File: src/hdl/nec_pkg.sv
// Types and constants of the NEC IR frame decoder.
`default_nettype none
package nec_pkg;

    // Frame geometry
    localparam int unsigned FRAME_BITS = 32;
    localparam int unsigned CNT_W      = 6;
    localparam int unsigned PERIOD_W   = 16;
    localparam int unsigned NUM_THR    = 6;
    localparam int unsigned CFG_IDX_W  = 3;
    localparam logic [7:0]  BYTE_ONES  = 8'hFF;

    // Threshold reset values, in register order
    localparam logic [PERIOD_W-1:0] THR_RESET [NUM_THR] = '{
        16'd250, 16'd1200, 16'd2000, 16'd3000, 16'd6000, 16'd12000
    };

    // Opcodes
    localparam logic OP_CAPTURE = 1'b0;

    // Period bands
    localparam logic [2:0] BAND_ERROR  = 3'd0;
    localparam logic [2:0] BAND_SHORT  = 3'd1;
    localparam logic [2:0] BAND_LONG   = 3'd2;
    localparam logic [2:0] BAND_REPEAT = 3'd3;
    localparam logic [2:0] BAND_HEADER = 3'd4;
    localparam logic [2:0] BAND_LEAD   = 3'd5;

    // Result status codes
    localparam logic [1:0] ST_TAKEN    = 2'd0;
    localparam logic [1:0] ST_VALID    = 2'd1;
    localparam logic [1:0] ST_NOTREADY = 2'd2;
    localparam logic [1:0] ST_BADCHECK = 2'd3;

    typedef struct packed {
        logic                opcode;
        logic [PERIOD_W-1:0] period;
    } t_in_word;

    typedef struct packed {
        logic [1:0]       status;
        logic [7:0]       command;
        logic [CNT_W-1:0] bit_count;
    } t_out_word;

endpackage
`default_nettype wire

File: src/hdl/nec_ir_frame_decoder.sv
// NEC IR frame decoder: period sorting, bit shifter and frame check.
`default_nettype none
// One result word per input word. A word can be accepted every cycle
// unless the receiver stalls the result register; each word is held in
// the input register and its result in the result register. The per-word
// work is a single pass of six threshold compares, a 32-bit shift and two
// byte checks against the held frame, with the frame state updated in the
// same cycle. The user must write the threshold registers through the
// configuration port only while the block is idle; the block itself does
// not enforce this. Indexes 6 and 7 are ignored. A read word returns
// status 1 and the command when 32 bits are held and both bytes check,
// status 3 on a failed check, status 2 when the frame is incomplete.
module nec_ir_frame_decoder (
    input  wire                                  i_clk,
    input  wire                                  i_rst_n,
    input  wire                                  i_in_valid,
    output logic                                 o_in_ready,
    input  nec_pkg::t_in_word                    i_in_data,
    output logic                                 o_out_valid,
    input  wire                                  i_out_ready,
    output nec_pkg::t_out_word                   o_out_data,
    input  wire                                  i_cfg_valid,
    output logic                                 o_cfg_ready,
    input  wire  [nec_pkg::CFG_IDX_W-1:0]        i_cfg_index,
    input  wire  [nec_pkg::PERIOD_W-1:0]         i_cfg_data
);
    import nec_pkg::*;

    localparam logic [CNT_W-1:0] FULL_CNT = CNT_W'(FRAME_BITS);

    logic                r_in_valid;
    t_in_word            r_in_data;
    logic                r_out_valid;
    t_out_word           r_out_data;
    logic [FRAME_BITS-1:0] r_shift, n_shift;
    logic [CNT_W-1:0]    r_bits, n_bits;
    logic [PERIOD_W-1:0] r_thr [NUM_THR];
    logic                out_free;
    logic                adv;
    logic [2:0]          band;
    t_out_word           n_out;

    // Period band, first matching threshold wins
    function automatic logic [2:0] sort_period(
        input logic [PERIOD_W-1:0] p,
        input logic [PERIOD_W-1:0] t0, t1, t2, t3, t4, t5
    );
        logic [2:0] b;
        if (p < t0)      b = BAND_ERROR;
        else if (p < t1) b = BAND_SHORT;
        else if (p < t2) b = BAND_LONG;
        else if (p < t3) b = BAND_REPEAT;
        else if (p < t4) b = BAND_HEADER;
        else if (p < t5) b = BAND_LEAD;
        else             b = BAND_ERROR;
        return b;
    endfunction

    // Handshake
    assign out_free    = !r_out_valid || i_out_ready;
    assign adv         = r_in_valid && out_free;
    assign o_in_ready  = !r_in_valid || out_free;
    assign o_cfg_ready = 1'b1;
    assign o_out_valid = r_out_valid;
    assign o_out_data  = r_out_data;

    assign band = sort_period(r_in_data.period, r_thr[0], r_thr[1], r_thr[2],
                              r_thr[3], r_thr[4], r_thr[5]);

    // Decode pass
    always_comb begin
        n_shift         = r_shift;
        n_bits          = r_bits;
        n_out.status    = ST_TAKEN;
        n_out.command   = '0;
        if (r_in_data.opcode == OP_CAPTURE) begin
            if (r_bits != FULL_CNT) begin
                unique case (band)
                    BAND_SHORT: begin
                        n_shift = {1'b0, r_shift[FRAME_BITS-1:1]};
                        n_bits  = r_bits + CNT_W'(1);
                    end
                    BAND_LONG: begin
                        n_shift = {1'b1, r_shift[FRAME_BITS-1:1]};
                        n_bits  = r_bits + CNT_W'(1);
                    end
                    BAND_HEADER: begin
                        n_shift = '0;
                        n_bits  = '0;
                    end
                    BAND_REPEAT: begin
                        if (r_bits == '0) n_bits = FULL_CNT;
                    end
                    default: ;
                endcase
            end
        end else begin
            if (r_bits != FULL_CNT) begin
                n_out.status = ST_NOTREADY;
            end else begin
                n_bits = '0;
                if (((r_shift[7:0] ^ r_shift[15:8]) == BYTE_ONES) &&
                    ((r_shift[23:16] ^ r_shift[31:24]) == BYTE_ONES)) begin
                    n_out.status  = ST_VALID;
                    n_out.command = r_shift[23:16];
                end else begin
                    n_out.status = ST_BADCHECK;
                end
            end
        end
        n_out.bit_count = n_bits;
    end

    // Control and frame state
    always_ff @(posedge i_clk) begin
        if (!i_rst_n) begin
            r_in_valid  <= 1'b0;
            r_out_valid <= 1'b0;
            r_shift     <= '0;
            r_bits      <= '0;
            for (int i = 0; i < NUM_THR; i++) r_thr[i] <= THR_RESET[i];
        end else begin
            if (o_in_ready) r_in_valid <= i_in_valid;
            if (out_free)   r_out_valid <= r_in_valid;
            if (adv) begin
                r_shift <= n_shift;
                r_bits  <= n_bits;
            end
            if (i_cfg_valid && (i_cfg_index < CFG_IDX_W'(NUM_THR))) begin
                r_thr[i_cfg_index] <= i_cfg_data;
            end
        end
    end

    // Payload registers
    always_ff @(posedge i_clk) begin
        if (i_in_valid && o_in_ready) r_in_data <= i_in_data;
        if (adv)                      r_out_data <= n_out;
    end

endmodule
`default_nettype wire

File: config.mk
export PLATFORM = sky130hd
export DESIGN_NAME = nec_ir_frame_decoder
export DESIGN_NICKNAME = d
export VERILOG_FILES = /design/src/hdl/nec_pkg.sv /design/src/hdl/nec_ir_frame_decoder.sv
export SDC_FILE = /design/constraint.sdc
export NUM_CORES = 1
export LEC_CHECK = 0
export BUFFER_PORTS_ARGS = -buffer_cell sky130_fd_sc_hd__buf_2
export CORE_ASPECT_RATIO = 2
export CORE_MARGIN = 2
export CORE_UTILIZATION = 33
export CTS_CLUSTER_DIAMETER = 80
export DETAILED_ROUTE_END_ITERATION = 12
export PLACE_DENSITY = 0.47
export REMOVE_ABC_BUFFERS = 1
export SLEW_MARGIN = 20
export SYNTH_ARGS = -nofsm -noshare
export SYNTH_HDL_FRONTEND = slang
export SYNTH_SLANG_ARGS = --single-unit
File: constraint.sdc
create_clock -name i_clk -period 5.2 [get_ports i_clk]
set_input_delay 1.04 -clock i_clk [delete_from_list [all_inputs] [get_ports i_clk]]
set_output_delay 1.04 -clock i_clk [all_outputs]
set_load 0.02 [all_outputs]
==> results of run 1 <==
-- where the power goes --
group          internal (mW)  switching, mW  total [mW]
registers               1.37         0.0328        1.40
clock network          0.641          0.512        1.15
logic                  0.107          0.198       0.304
-- critical path: stages (launching register included) --
cell	delay, ps
edfxtp_1	480
ha_1	330
a2111oi_0	680
o31ai_1	290
a211oi_2	380
nand4_1	220
o21ai_0	440
a22oi_1	180
a41oi_1	200
-- logic make-up (layout without fill, tap and decap cells) --
group	after synthesis	count (layout)	share of synthesized area
adder cells (fa/ha/maj)	77	77	0.123
AO/OA/AOI/OAI	127	127	0.120
buffers and inverters	101	176	0.0534
XOR/XNOR	17	17	0.0190
AND/OR/NAND/NOR	238	238	0.148
flip-flops	153	153	0.536
other	1	1	0.000479
-- stage by stage --
step	instance area [um^2]	cells
6_report	8940	1072
5_1_grt	8940	1072
4_1_cts	8940	1072
3_5_place_dp	8400	1040
3_3_place_gp	8400	1040
2_1_floorplan	7720	695
-- state kept, by name, indices dropped and copies added (netlist names) --
signal and cells:
r_in_valid 1, r_thr 80, r_in_data 17, o_out_data 16
r_shift 32, r_bits 6, o_out_valid 1
-- cell usage in the layout, fill, tap and decap left out, types with 3 or more instances in the layout --
master	synthesis	routed
nor4_1	3	3
xor2_1	12	12
nor2_1	72	72
inv_6	0	4
xnor2_1	5	5
a22oi_1	3	3
inv_4	0	4
nand2b_1	14	13
a21oi_1	31	31
clkbuf_16	0	17
a211oi_1	6	6
a22o_2	28	28
edfxtp_1	113	113
and2_1	12	12
buf_2	4	58
nand2_1	69	69
nor2b_1	7	7
o21ai_0	22	22
buf_4	1	4
ha_1	77	77
nor3_1	9	8
inv_1	81	81
o211ai_1	4	4
nand4_1	14	14
a22o_1	3	3
o21a_1	3	3
dfxtp_1	40	40
a21o_1	4	4
and3_1	12	12
nand3_1	11	11
-- routing by layer --
| metal | wire [um] | track usage | vias up |
|---|---|---|---|
| li1 | - | - | 2679 |
| met1 | 6960 | 0.159 | 2651 |
| met2 | 12100 | 0.334 | 104 |
| met3 | 618 | 0.0309 | 34 |
| met4 | 991 | 0.0960 | 0 |
| met5 | 0 | 0 | - |
-- worst max-delay path by stage --
| stage | from | to | slack [ps] | depth (start not counted) |
|---|---|---|---|---|
| after floorplan | i_out_ready | r_shift[10] | 1770 | 7 |
| after CTS | r_in_data[1] | o_out_data[5] | 1780 | 8 |
| final | r_in_data[1] | o_out_data[5] | 1830 | 8 |
| after global placement | i_out_ready | r_shift[6] | 1830 | 8 |
| after detailed placement | i_out_ready | r_shift[8] | 1760 | 8 |
| after global routing | r_in_data[1] | o_out_data[5] | 1640 | 8 |
-- final cells by class --
class	instances	area [um^2]	share of cell area
multi-input cells	460	3220	0.361
well taps	283	354	0.0396
inverters	82	308	0.0344
repair buffers	62	320	0.0358
flip-flops and latches	153	4190	0.469
clock buffers	20	457	0.0511
clock inverters	12	86.3	0.00965
==> run metrics, run 1 <==
root buf cell clkbuf_16; io pins 60; post-CTS sizing 0; status complete, but fails checks; top_reg_cell synth edfxtp_1; GRT Residual Overflow 0; DRT antenna net count 0; HPWL Detailed 15,700 um; Final Hold Fails 0; crit path capture type register; clk sinks 153; Worst Slack Setup Final 1830 ps; vias in the first global route 5,962; Hold WS 521 ps; Worst-Margin Slew 1050 ps; Post-Syn Area 7830 um^2; final number of setup-violating endpoints 0; PortBufs 58; area of the core 23,300 um^2; synthesis warning total 0; Nets 894; Clock Pin Slew Worst Setup and Hold Paths 60 ps; Min-Delay Startpoint r_shift[0]; asr flop ratio synth 0; critical path peak fanout 5; Post-CTS Setup Bufs 0; Yosys cell types 62; die area 25,000 um^2; Starting DRT DRC Count 169; Maximum Capacitance Violations 0; ant diodes 0; Starting Density 0.336; DRC viols 4; worst r2r dst o_out_data[5]; CTS tree done; clock skew 8.00 ps; leak pwr 3.81 nW; final wirelength 20,600 um; H-tree Lvls 4; Crit Reg-Reg Startpoint r_in_data[1]; gr usage total 0.170; worst vdd ir 0.194 mV; Setup CP Type reg2reg; antenna violations before repair 0; Final min period 3370 ps; post-synthesis sequential area ratio 0.536; Chip Height 222 um; cts hold-fix bufs 0; share of cells above drive strength 1 0.170; Avg Cell Area, Syn 11.0 um^2; Pwr per Cell Area 320 nW/um^2; RSZ-0062 raised after global routing false; Core Util, Final 0.383; Slew HR 0.301; gp weighted congestion 0.822; DRT Pass-1 Iters 8; Worst setup SP type register; vias post-DR 5,468; most common library cells after synthesis edfxtp_1 (113), inv_1 (81), ha_1 (77), nor2_1 (72), nand2_1 (69); most frequent cell after synthesis edfxtp_1; Critical Path AT 3640 ps; total CTS buffers 17; FILL cells 2,315; Hold Path Sink r_shift[0]; Placement Setup Slack 1760 ps; Die Span X 113 um; #FFs+latches synth 153; Vias/cell 5.10; Post-synth EDFFs 113; fmax 296 MHz; Slew Viols, Final 0; post-synth top area share 0.433; synth top area cells edfxtp_1 (43%), ha_1 (12%), dfxtp_1 (10%); Synth Instances 714; Syn-to-layout area delta 14.2%; dominant cell type by area after synthesis edfxtp_1; hold path depth 1; Required @ worst endpoint 5460 ps; crit share post-route 0.649; Setup TNS 0 ps; clock insertion delay at the later pin of the skew report 430 ps; worst min path class reg2reg; Rows 79; first-pass GRT wire length 31,700 um; largest net degree at the start of global routing 32; failing checks design-rule violations; Max clock buf depth 2; total power 2.86 mW; routed len/inst 19.3 um; FF-to-FF setup slack 1830 ps; R2R cell count 8
No activity file was read; power rests on OpenSTA's default activity.
==> run 2, diff against run 1 <==
Clock period 5.2 ns to 3.45 ns, I/O delays scaled along.
==> run metrics, run 2 (synthesis results as in run 1) <==
vias in the first global route 6,014 (was 5,962); routed len/inst 19.6 um (was 19.3 um); failing checks design-rule violations (unchanged); HPWL Detailed 16,400 um (was 15,700 um); Required @ worst endpoint 3610 ps (was 5460 ps); fmax 323 MHz (was 296 MHz); Hold Path Sink r_in_data[3] (was r_shift[0]); first-pass GRT wire length 33,000 um (was 31,700 um); die area 25,000 um^2 (unchanged); worst vdd ir 0.341 mV (was 0.194 mV); DRT antenna net count 0 (unchanged); critical path peak fanout 5 (unchanged); Crit Reg-Reg Startpoint r_in_data[1] (unchanged); most frequent cells in the layout edfxtp_1 (113), inv_1 (81), ha_1 (77), nor2_1 (72), nand2_1 (69) (unchanged); M1 wire length 7040 um (was 6960 um); clk sinks 153 (unchanged); Worst-Margin Slew 812 ps (was 1050 ps); Final min period 3100 ps (was 3370 ps); worst min path class in2reg (was reg2reg); Slew Viols, Final 0 (unchanged); hold path depth 1 (unchanged); FF-to-FF setup slack 350 ps (was 1830 ps); largest net degree at the start of global routing 32 (unchanged); Syn-to-layout area delta 16.3% (was 14.2%); Setup CP Type reg2reg (unchanged); gp weighted congestion 0.815 (was 0.822); Clock Pin Slew Worst Setup and Hold Paths 70 ps (was 60 ps); final non-filler cell total 1,085 (was 1,072); worst path bufs/invs 1 (was 0); ant diodes 0 (unchanged); Post-CTS Setup Bufs 0 (unchanged); number of flip-flops in the largest register 80 (unchanged); placed cells 1,053 (was 1,040); Max stage delay on crit path 510 ps (was 680 ps); PortBufs 58 (unchanged); routed wl met3 635 um (was 618 um); final wirelength 21,300 um (was 20,600 um); CTS tree done (unchanged); DRT Pass-1 Iters 8 (unchanged); cts hold-fix bufs 0 (unchanged); share of cells above drive strength 1 0.178 (was 0.170); Placed Area 8530 um^2 (was 8400 um^2); gr usage total 0.178 (was 0.170); Top Layer Used met4 (unchanged); Vias/cell 5.11 (was 5.10); leak pwr 3.88 nW (was 3.81 nW); vias post-DR 5,545 (was 5,468); crit path capture type register (unchanged); status complete, but fails checks (unchanged); DRC viols 4 (unchanged); Nets 907 (was 894); Slew HR 0.454 (was 0.301); root buf cell clkbuf_16 (unchanged); R2R cell count 9 (was 8); most common cell after layout, fill and taps aside edfxtp_1 (unchanged); Maximum Capacitance Violations 0 (unchanged); total CTS buffers 17 (unchanged); GRT Residual Overflow 0 (unchanged); post-route cell area 9110 um^2 (was 8940 um^2); Min-Delay Startpoint i_in_data[3] (was r_shift[0]); metal2 WL 12,800 um (was 12,100 um); Rows 79 (unchanged); Most flops, register r_thr (unchanged); Starting DRT DRC Count 242 (was 169); Critical Path Start r_in_data[1] (unchanged); RSZ-0062 raised after global routing false (unchanged); slowest CP cell a2111oi_0 (unchanged); clock insertion delay at the later pin of the skew report 450 ps (was 430 ps); antenna violations before repair 0 (unchanged); final number of setup-violating endpoints 0 (unchanged); Final Hold Fails 0 (unchanged); Critical Path AT 3260 ps (was 3640 ps); area of the core 23,300 um^2 (unchanged); Largest delay share family, worst path compound AO/OA/AOI/OAI gates (unchanged); Worst setup SP type register (unchanged); clock skew 9.14 ps (was 8.00 ps); Starting Density 0.336 (unchanged); H-tree Lvls 4 (unchanged); worst r2r dst o_out_data[0] (was o_out_data[5]); Setup TNS 0 ps (unchanged); Max clock buf depth 2 (unchanged); Chip Height 222 um (unchanged); io pins 60 (unchanged); Die Span X 113 um (unchanged); registers with the most flip-flops r_thr (80), r_shift (32), r_in_data (17) (unchanged); worst path cell trace ha_1 -> a2111oi_0 -> buf_4 -> o31ai_1 -> a211o_1 -> nand4_1 -> nand3_1 -> o211ai_1 -> o21ai_0 (was ha_1 -> a2111oi_0 -> o31ai_1 -> a211oi_2 -> nand4_1 -> o21ai_0 -> a22oi_1 -> a41oi_1); post-CTS sizing 0 (unchanged); Pwr per Cell Area 487 nW/um^2 (was 320 nW/um^2); crit share post-route 0.899 (was 0.649)
run 2: cell types whose count changed in the layout (fill, tap and decap cells not counted), sizes merged:
cell | previous run | this run
clkbuf | 20 | 18
clkinvlp | 1 | 4
bufinv | 0 | 2
clkinv | 4 | 5
buf | 62 | 75
inv | 89 | 85
run 2: per-stage QoR:
step	util	setup slack (ps)	total power, mW	hold slack [ps]
3_5_place_dp	0.366	256	2.64	502
3_3_place_gp	0.366	350	2.62	484
5_1_grt	0.390	78.6	4.62	402
2_1_floorplan	-	253	2.42	472
6_report	0.390	349	4.43	416
4_1_cts	0.390	197	4.50	394
run 2: layer usage:
layer | global-route usage | up-vias
met5 | 0 | -
met4 | 0.0775 | 0
met3 | 0.0328 | 31
met2 | 0.365 | 95
met1 | 0.162 | 2724
li1 | - | 2695
run 2: report_power, final:
group          total [mW]  switching [mW]  internal [mW]
Combinational       0.484           0.308          0.176
Clock                1.85           0.782           1.06
Sequential           2.10          0.0427           2.06
Total                4.43            1.13           3.30
run 2: worst max path at each step:
stage | cells after the start | slack (ps) | end
after floorplan | 9 | 250 | r_shift[10]
after global placement | 9 | 350 | o_out_data[5]
after detailed placement | 9 | 260 | o_out_data[5]
after CTS | 9 | 200 | o_out_data[5]
after global routing | 9 | 80 | o_out_data[0]
final | 9 | 350 | o_out_data[0]
run 2: cell type report:
class,count,area [um^2]
clock buffers,18,429
clock inverters,14,145
fillers,2310,14200
inverters,82,308
multi-input cells,460,3220
flip-flops and latches,153,4190
well taps,283,354
repair buffers,75,455
run 2: worst reg2reg max path, stage by stage, from the launching register on:
cell and delay (ps):
edfxtp_1 480, ha_1 340, a2111oi_0 510, buf_4 210, o31ai_1 130, a211o_1 320, nand4_1 180, nand3_1 190
o211ai_1 290, o21ai_0 170
==> run 3, diff against run 2 <==
Settings changed: CTS_BUF_LIST set to sky130_fd_sc_hd__clkbuf_16, PLACE_DENSITY 0.47 to not set.
==> run metrics, run 3 (synthesis results as in run 1) <==
Largest delay share family, worst path simple AND/OR/NAND/NOR gates (was compound AO/OA/AOI/OAI gates); Nets 910 (was 907); status complete, but fails checks (unchanged); clk sinks 153 (unchanged); antenna violations before repair 0 (unchanged); most frequent cells in the layout edfxtp_1 (113), inv_1 (83), ha_1 (77), nor2_1 (71), nand2_1 (69) (was edfxtp_1 (113), inv_1 (81), ha_1 (77), nor2_1 (72), nand2_1 (69)); Worst setup SP type register (unchanged); Slew HR 0.474 (was 0.454); HPWL Detailed 15,400 um (was 16,400 um); DRC viols 3 (was 4); crit path capture type register (unchanged); ant diodes 0 (unchanged); io pins 60 (unchanged); Worst-Margin Slew 782 ps (was 812 ps); failing checks design-rule violations (unchanged); hold path depth 1 (unchanged); gr usage total 0.167 (was 0.178); fmax 328 MHz (was 323 MHz); area occupied by multi-input gates 3220 um^2 (about the same); FF+latch area 4190 um^2 (unchanged); die area 25,000 um^2 (unchanged); Vias/cell 5.10 (was 5.11); registers with the most flip-flops r_thr (80), r_shift (32), r_in_data (17) (unchanged); Setup TNS 0 ps (unchanged); Max clock buf depth 2 (unchanged); Starting Density 0.336 (unchanged); final non-filler cell total 1,088 (was 1,085); H-tree Lvls 4 (unchanged); worst vdd ir 0.375 mV (was 0.341 mV); Max stage delay on crit path 520 ps (was 510 ps); Rows 79 (unchanged); Critical Path AT 3240 ps (was 3260 ps); final number of setup-violating endpoints 0 (unchanged); Setup CP Type reg2reg (unchanged); first-pass GRT wire length 30,900 um (was 33,000 um); number of flip-flops in the largest register 80 (unchanged); vias post-DR 5,553 (was 5,545); crit share post-route 0.885 (was 0.899); leak pwr 3.92 nW (was 3.88 nW); cts hold-fix bufs 0 (unchanged); routed len/inst 18.4 um (was 19.6 um); Final min period 3050 ps (was 3100 ps); gp weighted congestion 0.874 (was 0.815); Pwr per Cell Area 487 nW/um^2 (about the same); Final Hold Fails 0 (unchanged); PortBufs 58 (unchanged); GRT Residual Overflow 0 (unchanged); Most flops, register r_thr (unchanged); area of the core 23,300 um^2 (unchanged); FF-to-FF setup slack 400 ps (was 350 ps); Slew Viols, Final 0 (unchanged); Syn-to-layout area delta 16.6% (was 16.3%); worst min path class in2reg (unchanged); critical path peak fanout 6 (was 5); Starting DRT DRC Count 356 (was 242); Maximum Capacitance Violations 0 (unchanged); most common cell after layout, fill and taps aside edfxtp_1 (unchanged); total CTS buffers 17 (unchanged); DRT antenna net count 0 (unchanged); share of cells above drive strength 1 0.185 (was 0.178); R2R cell count 9 (unchanged); placed cells 1,056 (was 1,053); final wirelength 20,000 um (was 21,300 um); DRT Pass-1 Iters 10 (was 8); Die Span X 113 um (unchanged); critical path depth in cells 9 (unchanged); root buf cell clkbuf_16 (unchanged); Clock Pin Slew Worst Setup and Hold Paths 70 ps (about the same); clock skew 9.12 ps (was 9.14 ps); slowest CP cell edfxtp_1 (was a2111oi_0); worst path bufs/invs 0 (was 1); worst path cell trace ha_1 -> nand4_1 -> nor4_1 -> a32oi_1 -> o211ai_2 -> nand2_2 -> nor3_1 -> o211ai_1 -> o22a_1 (was ha_1 -> a2111oi_0 -> buf_4 -> o31ai_1 -> a211o_1 -> nand4_1 -> nand3_1 -> o211ai_1 -> o21ai_0); clock insertion delay at the later pin of the skew report 440 ps (was 450 ps); largest net degree at the start of global routing 32 (unchanged); CTS tree done (unchanged); RSZ-0062 raised after global routing false (unchanged); vias in the first global route 5,786 (was 6,014); FILL cells 2,253 (was 2,310); Chip Height 222 um (unchanged); Required @ worst endpoint 3640 ps (was 3610 ps)
[run 3: changes by cell type in the layout (fill, tap and decap cells not counted), moves of 2 or more]
cell / delta
inv_1: +2
clkinv_1: -3
buf_4: +4
inv_6: +2
clkinvlp_4: -4
inv_8: +2
[run 3: what timing repair did]
action | CTS | global route
endpoints found under the setup margin | 0 | 1
buffers inserted | 0 | 0
resized for setup | 0 | 1
[run 3: worst register-to-register path, cell delays in order (launching register included)]
cell and delay [ps]:
edfxtp_1 520, ha_1 370, nand4_1 270, nor4_1 410, a32oi_1 210, o211ai_2 190, nand2_2 140, nor3_1 300
o211ai_1 160, o22a_1 230
[run 3: routing by layer]
layer,global-route usage,part of all wire,vias up
met3,0.0323,0.031,59
met4,0.120,0.066,0
li1,-,-,2714
met1,0.145,0.33,2658
met2,0.329,0.58,122
met5,0,0,-
[run 3: through the flow]
| stage | worst slack (ps) | power [mW] | hold slack (ps) | area [um^2] | util |
|---|---|---|---|---|---|
| after CTS | 283 | 4.50 | 403 | 9130 | 0.391 |
| after global routing | 54.1 | 4.62 | 408 | 9130 | 0.391 |
| after global placement | 322 | 2.62 | 492 | 8550 | 0.366 |
| final | 397 | 4.45 | 423 | 9130 | 0.391 |
| after floorplan | 253 | 2.42 | 472 | 7720 | - |
| after detailed placement | 352 | 2.63 | 502 | 8550 | 0.366 |
[run 3: worst paths after layout]
kind / startpoint / to
worst min register to register: r_shift[10] / r_shift[9]
worst max-delay path: r_in_data[15] / o_out_data[4]
worst min-delay path: i_in_data[13] / r_in_data[13]
worst max register to register: r_in_data[15] / o_out_data[4]
[run 3: power breakdown]
group	internal (mW)	total, mW	leakage (nW)	switching [mW]
Clock	1.05	1.86	0.298	0.805
Sequential	2.06	2.11	1.42	0.0445
Combinational	0.178	0.485	2.20	0.307
Total	3.29	4.45	3.92	1.16
[run 3: layout make-up]
cell class                 instances  area share
timing repair buffer              78      0.0510
sequential                       153       0.459
multi-input combinational        460       0.353
clock inverter                    14      0.0148
tap                              283      0.0388
clock buffer                      18      0.0493
inverter                          82      0.0337
